$ cat src/eps_pkg.sv
// shared types and constants of the encoder position and speed block
`default_nettype none
package eps_pkg;

  localparam int CFG_AW  = 3;
  localparam int CFG_DW  = 32;
  localparam int REG_W   = 16;
  localparam int TIME_W  = 32;
  localparam int POS_W   = 32;
  localparam int ANG_W   = 15;
  localparam int SPD_W   = 20;
  localparam int DEN_W   = 48;
  localparam int MUL_AW  = 32;
  localparam int MUL_BW  = 20;
  localparam int MUL_PW  = MUL_AW + MUL_BW;
  localparam int NUM_W   = 68;
  localparam int IN_DW   = 40;
  localparam int OUT_DW  = 72;

  localparam logic REG_PPR = 1'b0;
  localparam logic REG_IVL = 1'b1;

  localparam logic [REG_W-1:0]  PPR_RESET    = 16'd1024;
  localparam logic [REG_W-1:0]  IVL_RESET    = 16'd100;
  localparam logic [MUL_BW-1:0] RPM_Q4_SCALE = 20'd960000;
  localparam logic [MUL_BW-1:0] TWO_PI_Q12   = 20'd25736;
  localparam logic [SPD_W-1:0]  SPEED_MAX    = 20'h7FFFF;
  localparam logic [SPD_W-1:0]  SPEED_MIN    = 20'h80000;

  typedef struct packed {
    logic [REG_W-1:0] ppr;
    logic [REG_W-1:0] ivl;
  } cfg_t;

  typedef struct packed {
    logic busy;
    logic done;
  } div_stat_t;

endpackage
`default_nettype wire

$ cat src/eps_regs.sv
// configuration registers behind the apb port
`default_nettype none
module eps_regs (
  input  wire                       clk,
  input  wire                       rst_n,
  input  wire                       cfg_psel,
  input  wire                       cfg_penable,
  input  wire                       cfg_pwrite,
  input  wire [eps_pkg::CFG_AW-1:0] cfg_paddr,
  input  wire [eps_pkg::CFG_DW-1:0] cfg_pwdata,
  output logic [eps_pkg::CFG_DW-1:0] cfg_prdata,
  output logic                      cfg_pready,
  output eps_pkg::cfg_t             cfg
);
  import eps_pkg::*;

  logic [REG_W-1:0] ppr_r;
  logic [REG_W-1:0] ivl_r;
  logic             wr_en;
  logic             sel;

  assign cfg_pready = 1'b1;
  assign sel        = cfg_paddr[2];
  assign wr_en      = cfg_psel & cfg_penable & cfg_pwrite & cfg_pready;

  always_ff @(posedge clk) begin
    if (!rst_n) begin
      ppr_r <= PPR_RESET;
      ivl_r <= IVL_RESET;
    end else if (wr_en) begin
      case (sel)
        REG_PPR: ppr_r <= cfg_pwdata[REG_W-1:0];
        REG_IVL: ivl_r <= cfg_pwdata[REG_W-1:0];
        default: ;
      endcase
    end
  end

  always_comb begin
    case (sel)
      REG_PPR: cfg_prdata = {{(CFG_DW-REG_W){1'b0}}, ppr_r};
      REG_IVL: cfg_prdata = {{(CFG_DW-REG_W){1'b0}}, ivl_r};
      default: cfg_prdata = '0;
    endcase
  end

  // zero behaves as one
  assign cfg.ppr = (ppr_r == '0) ? REG_W'(1) : ppr_r;
  assign cfg.ivl = (ivl_r == '0) ? REG_W'(1) : ivl_r;

endmodule
`default_nettype wire

$ cat src/eps_div.sv
// shared restoring divider, one quotient bit per cycle
`default_nettype none
module eps_div #(
  parameter int SHW = 32,
  localparam int CW = $clog2(SHW + 1)
) (
  input  wire                      clk,
  input  wire                      rst_n,
  input  wire                      start,
  input  wire [eps_pkg::DEN_W-1:0] rem_init,
  input  wire [SHW-1:0]            sh_init,
  input  wire [eps_pkg::DEN_W-1:0] den,
  input  wire [CW-1:0]             steps,
  output eps_pkg::div_stat_t       stat,
  output logic [SHW-1:0]           quo,
  output logic [eps_pkg::DEN_W-1:0] rem
);
  import eps_pkg::*;

  logic [DEN_W-1:0] rem_r;
  logic [DEN_W-1:0] den_r;
  logic [SHW-1:0]   sh_r;
  logic [CW-1:0]    cnt_r;
  logic             done_r;
  logic [DEN_W:0]   trial;
  logic [DEN_W:0]   diff;
  logic             ge;

  assign trial = {rem_r, sh_r[SHW-1]};
  assign ge    = trial >= {1'b0, den_r};
  assign diff  = trial - {1'b0, den_r};

  always_ff @(posedge clk) begin
    if (!rst_n) begin
      cnt_r  <= '0;
      done_r <= 1'b0;
    end else if (start) begin
      cnt_r  <= steps;
      done_r <= 1'b0;
    end else if (cnt_r != '0) begin
      cnt_r  <= cnt_r - CW'(1);
      done_r <= (cnt_r == CW'(1));
    end else begin
      done_r <= 1'b0;
    end
  end

  always_ff @(posedge clk) begin
    if (start) begin
      rem_r <= rem_init;
      sh_r  <= sh_init;
      den_r <= den;
    end else if (cnt_r != '0) begin
      rem_r <= ge ? diff[DEN_W-1:0] : trial[DEN_W-1:0];
      sh_r  <= {sh_r[SHW-2:0], ge};
    end
  end

  assign stat.busy = (cnt_r != '0);
  assign stat.done = done_r;
  assign quo       = sh_r;
  assign rem       = rem_r;

endmodule
`default_nettype wire

$ cat src/encoder_position_speed.sv
// top level: encoder position count, angle and m-method speed
// Every beat, pulse or sample tick, ends by recomputing the angle within one
// turn from the current count and pulses per revolution: a modulo by pulses
// per revolution (COUNT_WIDTH divider steps) and a scaling division (15 steps).
// A tick that updates the speed first computes it: the denominator and then
// the two halves of the numerator are multiplied on the single 32 x 20
// multiplier, then the speed division yields 20 quotient bits, one per cycle;
// when the speed saturates, the division is skipped. All divisions run one
// bit a cycle on one shared restoring divider, and the input stays not ready
// while an item is in work. A finished result sits in an output register, so
// the next beat can be taken in the cycle after the result is loaded while it
// waits.
`default_nettype none
module encoder_position_speed #(
  parameter int COUNT_WIDTH = 32
) (
  input  wire                       clk,
  input  wire                       rst_n,
  // tdata: direction [0], sample_time_ms [32:1]
  input  wire [eps_pkg::IN_DW-1:0]  in_tdata,
  // tuser: action [0]
  input  wire                       in_tuser,
  input  wire                       in_tvalid,
  output logic                      in_tready,
  // tdata: position_count [31:0], angle_q12 [46:32], speed_rpm_q4 [66:47]
  output logic [eps_pkg::OUT_DW-1:0] out_tdata,
  // tuser: speed_updated [0]
  output logic                      out_tuser,
  output logic                      out_tvalid,
  input  wire                       out_tready,
  input  wire                       cfg_psel,
  input  wire                       cfg_penable,
  input  wire                       cfg_pwrite,
  input  wire [eps_pkg::CFG_AW-1:0] cfg_paddr,
  input  wire [eps_pkg::CFG_DW-1:0] cfg_pwdata,
  output logic [eps_pkg::CFG_DW-1:0] cfg_prdata,
  output logic                      cfg_pready
);
  import eps_pkg::*;

  localparam int CW    = COUNT_WIDTH;
  localparam int CMP_W = (CW > DEN_W) ? CW : DEN_W;
  localparam int SHW   = (CW > SPD_W) ? CW : SPD_W;
  localparam int DCW   = $clog2(SHW + 1);
  localparam int PW    = (CW > POS_W) ? CW : POS_W;

  typedef enum logic [11:0] {
    S_IDLE  = 12'b0000_0000_0001,
    S_MODGO = 12'b0000_0000_0010,
    S_MODW  = 12'b0000_0000_0100,
    S_AMUL  = 12'b0000_0000_1000,
    S_ADIV  = 12'b0000_0001_0000,
    S_ADIVW = 12'b0000_0010_0000,
    S_DEN   = 12'b0000_0100_0000,
    S_CHK   = 12'b0000_1000_0000,
    S_MHI   = 12'b0001_0000_0000,
    S_MADD  = 12'b0010_0000_0000,
    S_SDIVW = 12'b0100_0000_0000,
    S_OUT   = 12'b1000_0000_0000
  } state_t;

  state_t state_r, state_nxt;

  cfg_t      cfg;
  div_stat_t div_stat;

  logic [CW-1:0]     count_r;
  logic [CW-1:0]     last_cnt_r;
  logic [TIME_W-1:0] last_time_r;
  logic [SPD_W-1:0]  speed_r;
  logic [ANG_W-1:0]  angle_r;
  logic [CW-1:0]     mag_r;
  logic              neg_r;
  logic [TIME_W-1:0] dt_r;
  logic              upd_r;
  logic [MUL_PW-1:0] mul_r;
  logic [MUL_PW-1:0] num_r;
  logic [DEN_W-1:0]  den_r;
  logic              out_valid_r, out_valid_nxt;
  logic [OUT_DW-1:0] out_data_r;
  logic              out_user_r;

  logic              accept;
  logic              in_action;
  logic              in_dir;
  logic [TIME_W-1:0] in_time;
  logic [CW-1:0]     diff;
  logic [CW-1:0]     diff_mag;
  logic [TIME_W-1:0] dt;
  logic              ivl_ok;
  logic              cnt_neg;
  logic [CW-1:0]     cnt_mag;
  logic [REG_W-1:0]  mod_r;
  logic [REG_W-1:0]  r_adj;
  logic [CMP_W-1:0]  magx;
  logic              ovf;
  logic [NUM_W-1:0]  nsum;
  logic [30:0]       na;
  logic [SPD_W-1:0]  q;
  logic [SPD_W-1:0]  speed_new;
  logic [PW-1:0]     cnt_ext;
  logic              out_free;

  logic [MUL_AW-1:0] mul_a;
  logic [MUL_BW-1:0] mul_b;
  logic [MUL_PW-1:0] prod;

  logic              div_start;
  logic [DEN_W-1:0]  div_rem_init;
  logic [SHW-1:0]    div_sh_init;
  logic [DEN_W-1:0]  div_den;
  logic [DCW-1:0]    div_steps;
  logic [SHW-1:0]    div_quo;
  logic [DEN_W-1:0]  div_rem;

  eps_regs u_regs (
    .clk         (clk),
    .rst_n       (rst_n),
    .cfg_psel    (cfg_psel),
    .cfg_penable (cfg_penable),
    .cfg_pwrite  (cfg_pwrite),
    .cfg_paddr   (cfg_paddr),
    .cfg_pwdata  (cfg_pwdata),
    .cfg_prdata  (cfg_prdata),
    .cfg_pready  (cfg_pready),
    .cfg         (cfg)
  );

  eps_div #(.SHW(SHW)) u_div (
    .clk      (clk),
    .rst_n    (rst_n),
    .start    (div_start),
    .rem_init (div_rem_init),
    .sh_init  (div_sh_init),
    .den      (div_den),
    .steps    (div_steps),
    .stat     (div_stat),
    .quo      (div_quo),
    .rem      (div_rem)
  );

  assign in_action = in_tuser;
  assign in_dir    = in_tdata[0];
  assign in_time   = in_tdata[TIME_W:1];
  assign in_tready = (state_r == S_IDLE);
  assign accept    = in_tvalid & in_tready;

  assign diff     = count_r - last_cnt_r;
  assign diff_mag = diff[CW-1] ? (~diff + CW'(1)) : diff;
  assign dt       = in_time - last_time_r;
  assign ivl_ok   = dt >= {{(TIME_W-REG_W){1'b0}}, cfg.ivl};

  assign cnt_neg = count_r[CW-1];
  assign cnt_mag = cnt_neg ? (~count_r + CW'(1)) : count_r;
  assign mod_r   = div_rem[REG_W-1:0];
  assign r_adj   = (cnt_neg && mod_r != '0) ? (cfg.ppr - mod_r) : mod_r;

  assign magx = CMP_W'(mag_r);
  assign ovf  = magx >= CMP_W'(mul_r[DEN_W-1:0]);
  assign nsum = NUM_W'(num_r) + {mul_r[NUM_W-POS_W-1:0], {POS_W{1'b0}}};
  assign na   = mul_r[30:0];

  // shared multiplier
  always_comb begin
    case (state_r)
      S_DEN: begin
        mul_a = dt_r;
        mul_b = MUL_BW'(cfg.ppr);
      end
      S_AMUL: begin
        mul_a = MUL_AW'(r_adj);
        mul_b = TWO_PI_Q12;
      end
      S_CHK: begin
        mul_a = magx[MUL_AW-1:0];
        mul_b = RPM_Q4_SCALE;
      end
      S_MHI: begin
        mul_a = MUL_AW'(magx[DEN_W-1:MUL_AW]);
        mul_b = RPM_Q4_SCALE;
      end
      default: begin
        mul_a = dt_r;
        mul_b = RPM_Q4_SCALE;
      end
    endcase
  end

  assign prod = MUL_PW'(mul_a) * MUL_PW'(mul_b);

  // divider operand selection
  always_comb begin
    div_start    = 1'b0;
    div_rem_init = '0;
    div_sh_init  = SHW'(cnt_mag) << (SHW - CW);
    div_den      = DEN_W'(cfg.ppr);
    div_steps    = DCW'(CW);
    case (state_r)
      S_MODGO: begin
        div_start = 1'b1;
      end
      S_ADIV: begin
        div_start    = 1'b1;
        div_rem_init = DEN_W'(na[30:ANG_W]);
        div_sh_init  = SHW'(na[ANG_W-1:0]) << (SHW - ANG_W);
        div_steps    = DCW'(ANG_W);
      end
      S_MADD: begin
        div_start    = 1'b1;
        div_rem_init = nsum[NUM_W-1:SPD_W];
        div_sh_init  = SHW'(nsum[SPD_W-1:0]) << (SHW - SPD_W);
        div_den      = den_r;
        div_steps    = DCW'(SPD_W);
      end
      default: ;
    endcase
  end

  // saturate and apply sign
  assign q = div_quo[SPD_W-1:0];
  always_comb begin
    if (neg_r) speed_new = (q > SPEED_MIN) ? SPEED_MIN : (~q + SPD_W'(1));
    else       speed_new = (q > SPEED_MAX) ? SPEED_MAX : q;
  end

  assign out_free = !out_valid_r || out_tready;

  always_comb begin
    state_nxt = state_r;
    case (state_r)
      S_IDLE: begin
        if (accept) begin
          if (in_action && ivl_ok) state_nxt = S_DEN;
          else                     state_nxt = S_MODGO;
        end
      end
      S_MODGO: state_nxt = S_MODW;
      S_MODW:  if (div_stat.done) state_nxt = S_AMUL;
      S_AMUL:  state_nxt = S_ADIV;
      S_ADIV:  state_nxt = S_ADIVW;
      S_ADIVW: if (div_stat.done) state_nxt = S_OUT;
      S_DEN:   state_nxt = S_CHK;
      S_CHK:   state_nxt = ovf ? S_MODGO : S_MHI;
      S_MHI:   state_nxt = S_MADD;
      S_MADD:  state_nxt = S_SDIVW;
      S_SDIVW: if (div_stat.done) state_nxt = S_MODGO;
      S_OUT:   if (out_free) state_nxt = S_IDLE;
      default: state_nxt = S_IDLE;
    endcase
  end

  always_comb begin
    out_valid_nxt = out_valid_r;
    if (out_tready) out_valid_nxt = 1'b0;
    if (state_r == S_OUT && out_free) out_valid_nxt = 1'b1;
  end

  always_ff @(posedge clk) begin
    if (!rst_n) begin
      state_r     <= S_IDLE;
      out_valid_r <= 1'b0;
      count_r     <= '0;
      last_cnt_r  <= '0;
      last_time_r <= '0;
      speed_r     <= '0;
      angle_r     <= '0;
    end else begin
      state_r     <= state_nxt;
      out_valid_r <= out_valid_nxt;
      if (accept) begin
        if (!in_action) begin
          count_r <= in_dir ? (count_r + CW'(1)) : (count_r - CW'(1));
        end else if (ivl_ok) begin
          last_cnt_r  <= count_r;
          last_time_r <= in_time;
        end
      end
      if (state_r == S_ADIVW && div_stat.done) angle_r <= div_quo[ANG_W-1:0];
      if (state_r == S_CHK && ovf) speed_r <= neg_r ? SPEED_MIN : SPEED_MAX;
      if (state_r == S_SDIVW && div_stat.done) speed_r <= speed_new;
    end
  end

  always_ff @(posedge clk) begin
    if (accept) begin
      upd_r <= in_action & ivl_ok;
      mag_r <= diff_mag;
      neg_r <= diff[CW-1];
      dt_r  <= dt;
    end
    if (state_r == S_DEN || state_r == S_AMUL || state_r == S_CHK || state_r == S_MHI) begin
      mul_r <= prod;
    end
    if (state_r == S_CHK) den_r <= mul_r[DEN_W-1:0];
    if (state_r == S_MHI) num_r <= mul_r;
  end

  assign cnt_ext = PW'(count_r);

  always_ff @(posedge clk) begin
    if (state_r == S_OUT && out_free) begin
      out_data_r <= {{(OUT_DW-POS_W-ANG_W-SPD_W){1'b0}}, speed_r, angle_r,
                     cnt_ext[POS_W-1:0]};
      out_user_r <= upd_r;
    end
  end

  assign out_tvalid = out_valid_r;
  assign out_tdata  = out_data_r;
  assign out_tuser  = out_user_r;

  a_idle_div: assert property (@(posedge clk) disable iff (!rst_n)
    in_tready |-> !div_stat.busy)
    else $error("divider busy while input ready");

  a_done_wait: assert property (@(posedge clk) disable iff (!rst_n)
    div_stat.done |-> (state_r == S_MODW || state_r == S_ADIVW || state_r == S_SDIVW))
    else $error("divider finished outside a wait state");

  a_angle_range: assert property (@(posedge clk) disable iff (!rst_n)
    out_tvalid |-> (out_tdata[46:32] < 15'd25736))
    else $error("angle beyond one turn");

  a_pulse_no_upd: assert property (@(posedge clk) disable iff (!rst_n)
    (accept && !in_action) |=> !upd_r)
    else $error("pulse beat flagged as speed update");

endmodule
`default_nettype wire

$ cat config.mk
export PLATFORM = sky130hd
export DESIGN_NAME = encoder_position_speed
export DESIGN_NICKNAME = d
export VERILOG_FILES = /design/src/eps_pkg.sv /design/src/eps_regs.sv /design/src/eps_div.sv /design/src/encoder_position_speed.sv
export SDC_FILE = /design/constraint.sdc
export NUM_CORES = 2
export LEC_CHECK = 0
export ABC_AREA = 1
export BUFFER_PORTS_ARGS = -buffer_cell sky130_fd_sc_hd__buf_2
export CORE_UTILIZATION = 55
export CTS_BUF_LIST = sky130_fd_sc_hd__clkbuf_8
export CTS_CLUSTER_SIZE = 24
export DETAILED_ROUTE_END_ITERATION = 16
export GPL_TIMING_DRIVEN = 0
export PLACE_DENSITY = 0.72
export SLEW_MARGIN = 10
export SYNTH_ARGS = -nofsm -noshare
export SYNTH_HDL_FRONTEND = slang
export SYNTH_SLANG_ARGS = --single-unit
$ cat constraint.sdc
create_clock -name clk -period 9.9 [get_ports clk]
set_input_delay 1.98 -clock clk [delete_from_list [all_inputs] [get_ports clk]]
set_output_delay 1.98 -clock clk [all_outputs]
set_load 0.005 [all_outputs]
==> impl_summary.txt <==
----------------------------------------------------
[Run status]
  Status ... finished clean

[Timing]
  Final setup violating endpoints ... 0
  Final count of hold timing violations ... 0
  Total Neg Setup Slack ... 0 ns
  RSZ-0062 raised after global routing ... yes
  Maximum operating frequency ... around 0.10 GHz
  Number of pins exceeding their max-slew limit in the final report ... 0
  Part of the cycle the worst path needs ... about 97%
  Final critical path time including I/O delays and setup ... 9.632 ns
  Worst slew pin tran ... around 1.3 ns
  Maximum clock skew at final layout ... 0.06985 ns
  Worst max-slew margin expressed relative to the limit ... ~14%

[Routing]
  First-pass detailed-route iteration total ... 9
  Total via count in the routed design ... around 52,000
  DR vias/cell ... approximately 5.7
  Post-detailed-route count of antenna-violating nets ... 0
  Wire per inst ... 21.91 um
  Initial DRC count ... between 5,000 and 6,000
  DRC violations left ... 0
  Overall routed net length ... approximately 200 mm

[Final layout]
  Fraction of layout instances using a drive strength above 1 ... 6.677%
  Area occupied by registers ... between 15,000 and 20,000 um2
  Multi-input combinational cell area ... around 35,000 um2
  Area added between synthesis and finish ... 8.755%
  Filler cells ... ~9,700
  Nets@finish ... approximately 8,600
  Final design instance area without fill ... 62,650 um2

[Worst setup path]
  CP Data Required Time ... approximately 10 ns
  Worst Setup Path Type ... register to register
  Startpoint class of the critical path ... register
  CP Max Fanout ... 10
  Critical-path cell with the highest stage delay ... sky130_fd_sc_hd__fa_1
  Data arrival time of the worst path ... 10.13 ns
  Cell repeated most along the worst path ... sky130_fd_sc_hd__fa_1
  Slowest stage delay, CP ... 0.59 ns
  Setup crit end kind ... register

[Yosys]
  Largest cells by area after synthesis ... sky130_fd_sc_hd__edfxtp_1, sky130_fd_sc_hd__fa_1, sky130_fd_sc_hd__nand2_1
  Post-synth top flop ... sky130_fd_sc_hd__edfxtp_1
  Synthesized area ... 57,610 um2
  Yosys top cell by area ... sky130_fd_sc_hd__edfxtp_1
  Number of flops mapped to enable cells by yosys ... just over 400
  Sequential element share of the synthesized area ... 27.94%
  Average footprint of a synthesized cell ... 7.841 um2
  Number of warnings reported in the yosys synthesis log ... 0
  Async set or reset register ratio after synthesis ... 0%
  Count of state elements after synthesis ... between 500 and 600
  Synthesized instance count ... ~7,300
  Post-synth top area share ... between 20% and 30%
  Yosys cell types ... 63

[Floorplan]
  Floorplan core area ... 103,600 um2
  Horizontal extent of the die ... approximately 330 um
  Io pins ... around 190
  Die area ... about 110,000 um2
  Row count ... around 120
  Starting density of the core ... a little under three fifths
  Height of the die ... ~330 um

[Clock network]
  CTS HTree Levels ... 3
  Hold bufs inserted after CTS ... 0
  CTS Sinks ... 597
  Total clock buffers created by CTS ... ~100
  Clk slew on worst S/H paths ... about 0.060 ns
  Worst-Skew Late Latency ... roughly 0.78 ns
  Root buffer cell ... sky130_fd_sc_hd__clkbuf_8
  CTS tree ... done
  Maximum count of clock buffers along a single path ... 3

[Run]
  Max capacitance violation total ... 0

[GRT]
  Gr usage total ... 37.41%
  Wire length of the first global-routing pass ... roughly 300 mm
  Number of antenna violations at the first check in global routing ... 10
  Maximum number of pins on one net before global-route repair ... 58
  Total global routing overflow ... 0
  Vias in the first global route ... 49,847

[Place]
  Placer congestion estimate ... between 1 and 1.5
  Number of port buffers ... approximately 140
  Half-perimeter wire length after placement ... ~160 mm
  Area post-placement ... 60,310 um2

[Hold path]
  Type of the tightest min-delay check ... register to register

----------------------------------------------------
[placed cells by master (no fill, tap or decap), types with 33 or more instances in the layout]
cell                       synthesis  layout
sky130_fd_sc_hd__nand2_1        1571    1563
sky130_fd_sc_hd__inv_1          1393    1421
sky130_fd_sc_hd__nor2_1          658     651
sky130_fd_sc_hd__a21oi_1         520     518
sky130_fd_sc_hd__fa_1            495     495
sky130_fd_sc_hd__ha_1            429     428
sky130_fd_sc_hd__edfxtp_1        414     414
sky130_fd_sc_hd__o21ai_0         360     357
sky130_fd_sc_hd__nand3_1         326     326
sky130_fd_sc_hd__buf_2            45     183
sky130_fd_sc_hd__dfxtp_1         183     179
sky130_fd_sc_hd__xor2_1          134     134
sky130_fd_sc_hd__clkbuf_1        128     123
sky130_fd_sc_hd__clkbuf_8          0     109
sky130_fd_sc_hd__nor3_1           88      88
sky130_fd_sc_hd__nand4_1          78      78
sky130_fd_sc_hd__xnor2_1          63      63
sky130_fd_sc_hd__a31oi_1          50      50
sky130_fd_sc_hd__buf_4            27      35
sky130_fd_sc_hd__or2_2            33      33
[through the flow]
| step | setup WS [ns] | hold slack [ns] | util, % | cells |
|---|---|---|---|---|
| 6_report | 0.2684 | 0.4267 | 60.45 | 9096 |
| 5_1_grt | -0.04613 | 0.4343 | 60.45 | 9095 |
| 4_1_cts | 0.08500 | 0.4271 | 60.26 | 9088 |
| 3_5_place_dp | -0.3815 | 0.4133 | 58.19 | 8896 |
| 3_3_place_gp | -0.3684 | 0.4031 | 58.01 | 8889 |
| 2_1_floorplan | 1.631 | 0.4003 | - | 7367 |
[routing by layer]
| metal | global-route usage [%] | wire length (um) | share of wire, % | vias to the layer above |
|---|---|---|---|---|
| met3 | 8.623 | 21060 | 11 | 488 |
| met2 | 57.83 | 87550 | 44 | 2547 |
| li1 | - | - | - | 24073 |
| met4 | 16.01 | 9548 | 4.8 | 8 |
| met1 | 50.41 | 81110 | 41 | 24561 |
| met5 | 0 | 49 | 0.025 | - |
[path summary, 6_finish.rpt]
check,from,to,slack [ns],cells after the start
max,u_regs.ppr_r[4]$_SDFFE_PN0P_,mul_r[50]$_DFFE_PP_,0.27,41
min,angle_r[6]$_SDFFE_PN0P_,out_tdata[38]$_DFFE_PP_,0.43,0
max reg2reg,u_regs.ppr_r[4]$_SDFFE_PN0P_,mul_r[50]$_DFFE_PP_,0.27,41
min reg2reg,angle_r[6]$_SDFFE_PN0P_,out_tdata[38]$_DFFE_PP_,0.43,0
[flip-flops by register name (all words and copies together), names as in the netlist, 6 cells and up]
register      cells
num_r            52
state_r          12
last_time_r      32
angle_r          15
speed_r          20
u_regs.ivl_r     16
out_tdata        67
mul_r            52
u_div.rem        48
u_div.den_r      48
mag_r            32
u_div.quo        32
u_regs.ppr_r     16
dt_r             32
last_cnt_r       32
u_div.cnt_r       6
den_r            48
cnt_ext          32
[cell families (layout without fill, tap and decap cells)]
kind of cell	count (synthesis)	after routing	synth area share, %
adders and majority gates	924	924	26.52
and+or+nand+nor	2834	2834	20.32
xor gates and xnor gates	197	197	2.995
other	2	25	0.01304
buffers and inverters	1645	1991	11.16
AOI/OAI and AO/OA	1148	1148	11.05
DFF	597	597	27.94
[synth_stat cells (10+ instances only)]
master	count
sky130_fd_sc_hd__a21o_1	32
sky130_fd_sc_hd__a21oi_1	520
sky130_fd_sc_hd__a221oi_1	25
sky130_fd_sc_hd__a31oi_1	50
sky130_fd_sc_hd__buf_1	13
sky130_fd_sc_hd__buf_2	45
sky130_fd_sc_hd__buf_4	27
sky130_fd_sc_hd__buf_6	13
sky130_fd_sc_hd__clkbuf_1	128
sky130_fd_sc_hd__clkinv_1	15
sky130_fd_sc_hd__dfxtp_1	183
sky130_fd_sc_hd__edfxtp_1	414
sky130_fd_sc_hd__fa_1	495
sky130_fd_sc_hd__ha_1	429
sky130_fd_sc_hd__inv_1	1393
sky130_fd_sc_hd__inv_2	11
sky130_fd_sc_hd__nand2_1	1571
sky130_fd_sc_hd__nand2_2	10
sky130_fd_sc_hd__nand3_1	326
sky130_fd_sc_hd__nand3b_1	15
sky130_fd_sc_hd__nand4_1	78
sky130_fd_sc_hd__nor2_1	658
sky130_fd_sc_hd__nor3_1	88
sky130_fd_sc_hd__nor4_1	25
sky130_fd_sc_hd__o211ai_1	28
sky130_fd_sc_hd__o21a_1	17
sky130_fd_sc_hd__o21ai_0	360
sky130_fd_sc_hd__o21bai_1	35
sky130_fd_sc_hd__o22ai_1	27
sky130_fd_sc_hd__o31ai_1	10
sky130_fd_sc_hd__or2_2	33
sky130_fd_sc_hd__xnor2_1	63
sky130_fd_sc_hd__xor2_1	134
[what timing repair did]
item	CTS	global route
buffers inserted	0	7
gates resized for setup	16	46
endpoints found under the setup margin	27	32
hold endpoints to repair	0	0
[critical path: cells and delay by family (launching register included)]
kind / cells / cell delay, ns
compound gates: 6 / 1.24
fa+ha+maj: 10 / 4.27
buf+inv: 9 / 1.38
flops: 1 / 0.37
simple gates: 16 / 2.01
[cell type report]
class / instances / area share, %
Multi-Input combinational cell: 5125 / 56.35
Sequential cell: 597 / 25.70
Inverter: 1419 / 8.567
Tap cell: 1380 / 2.756
Clock buffer: 109 / 2.394
Buffer: 224 / 1.771
Timing Repair Buffer: 156 / 1.466
Clock inverter: 83 / 0.9805
Antenna cell: 3 / 0.01198
Power is not shown: default switching activity piles up to over one toggle a cycle in this logic, so the estimate is an artifact.
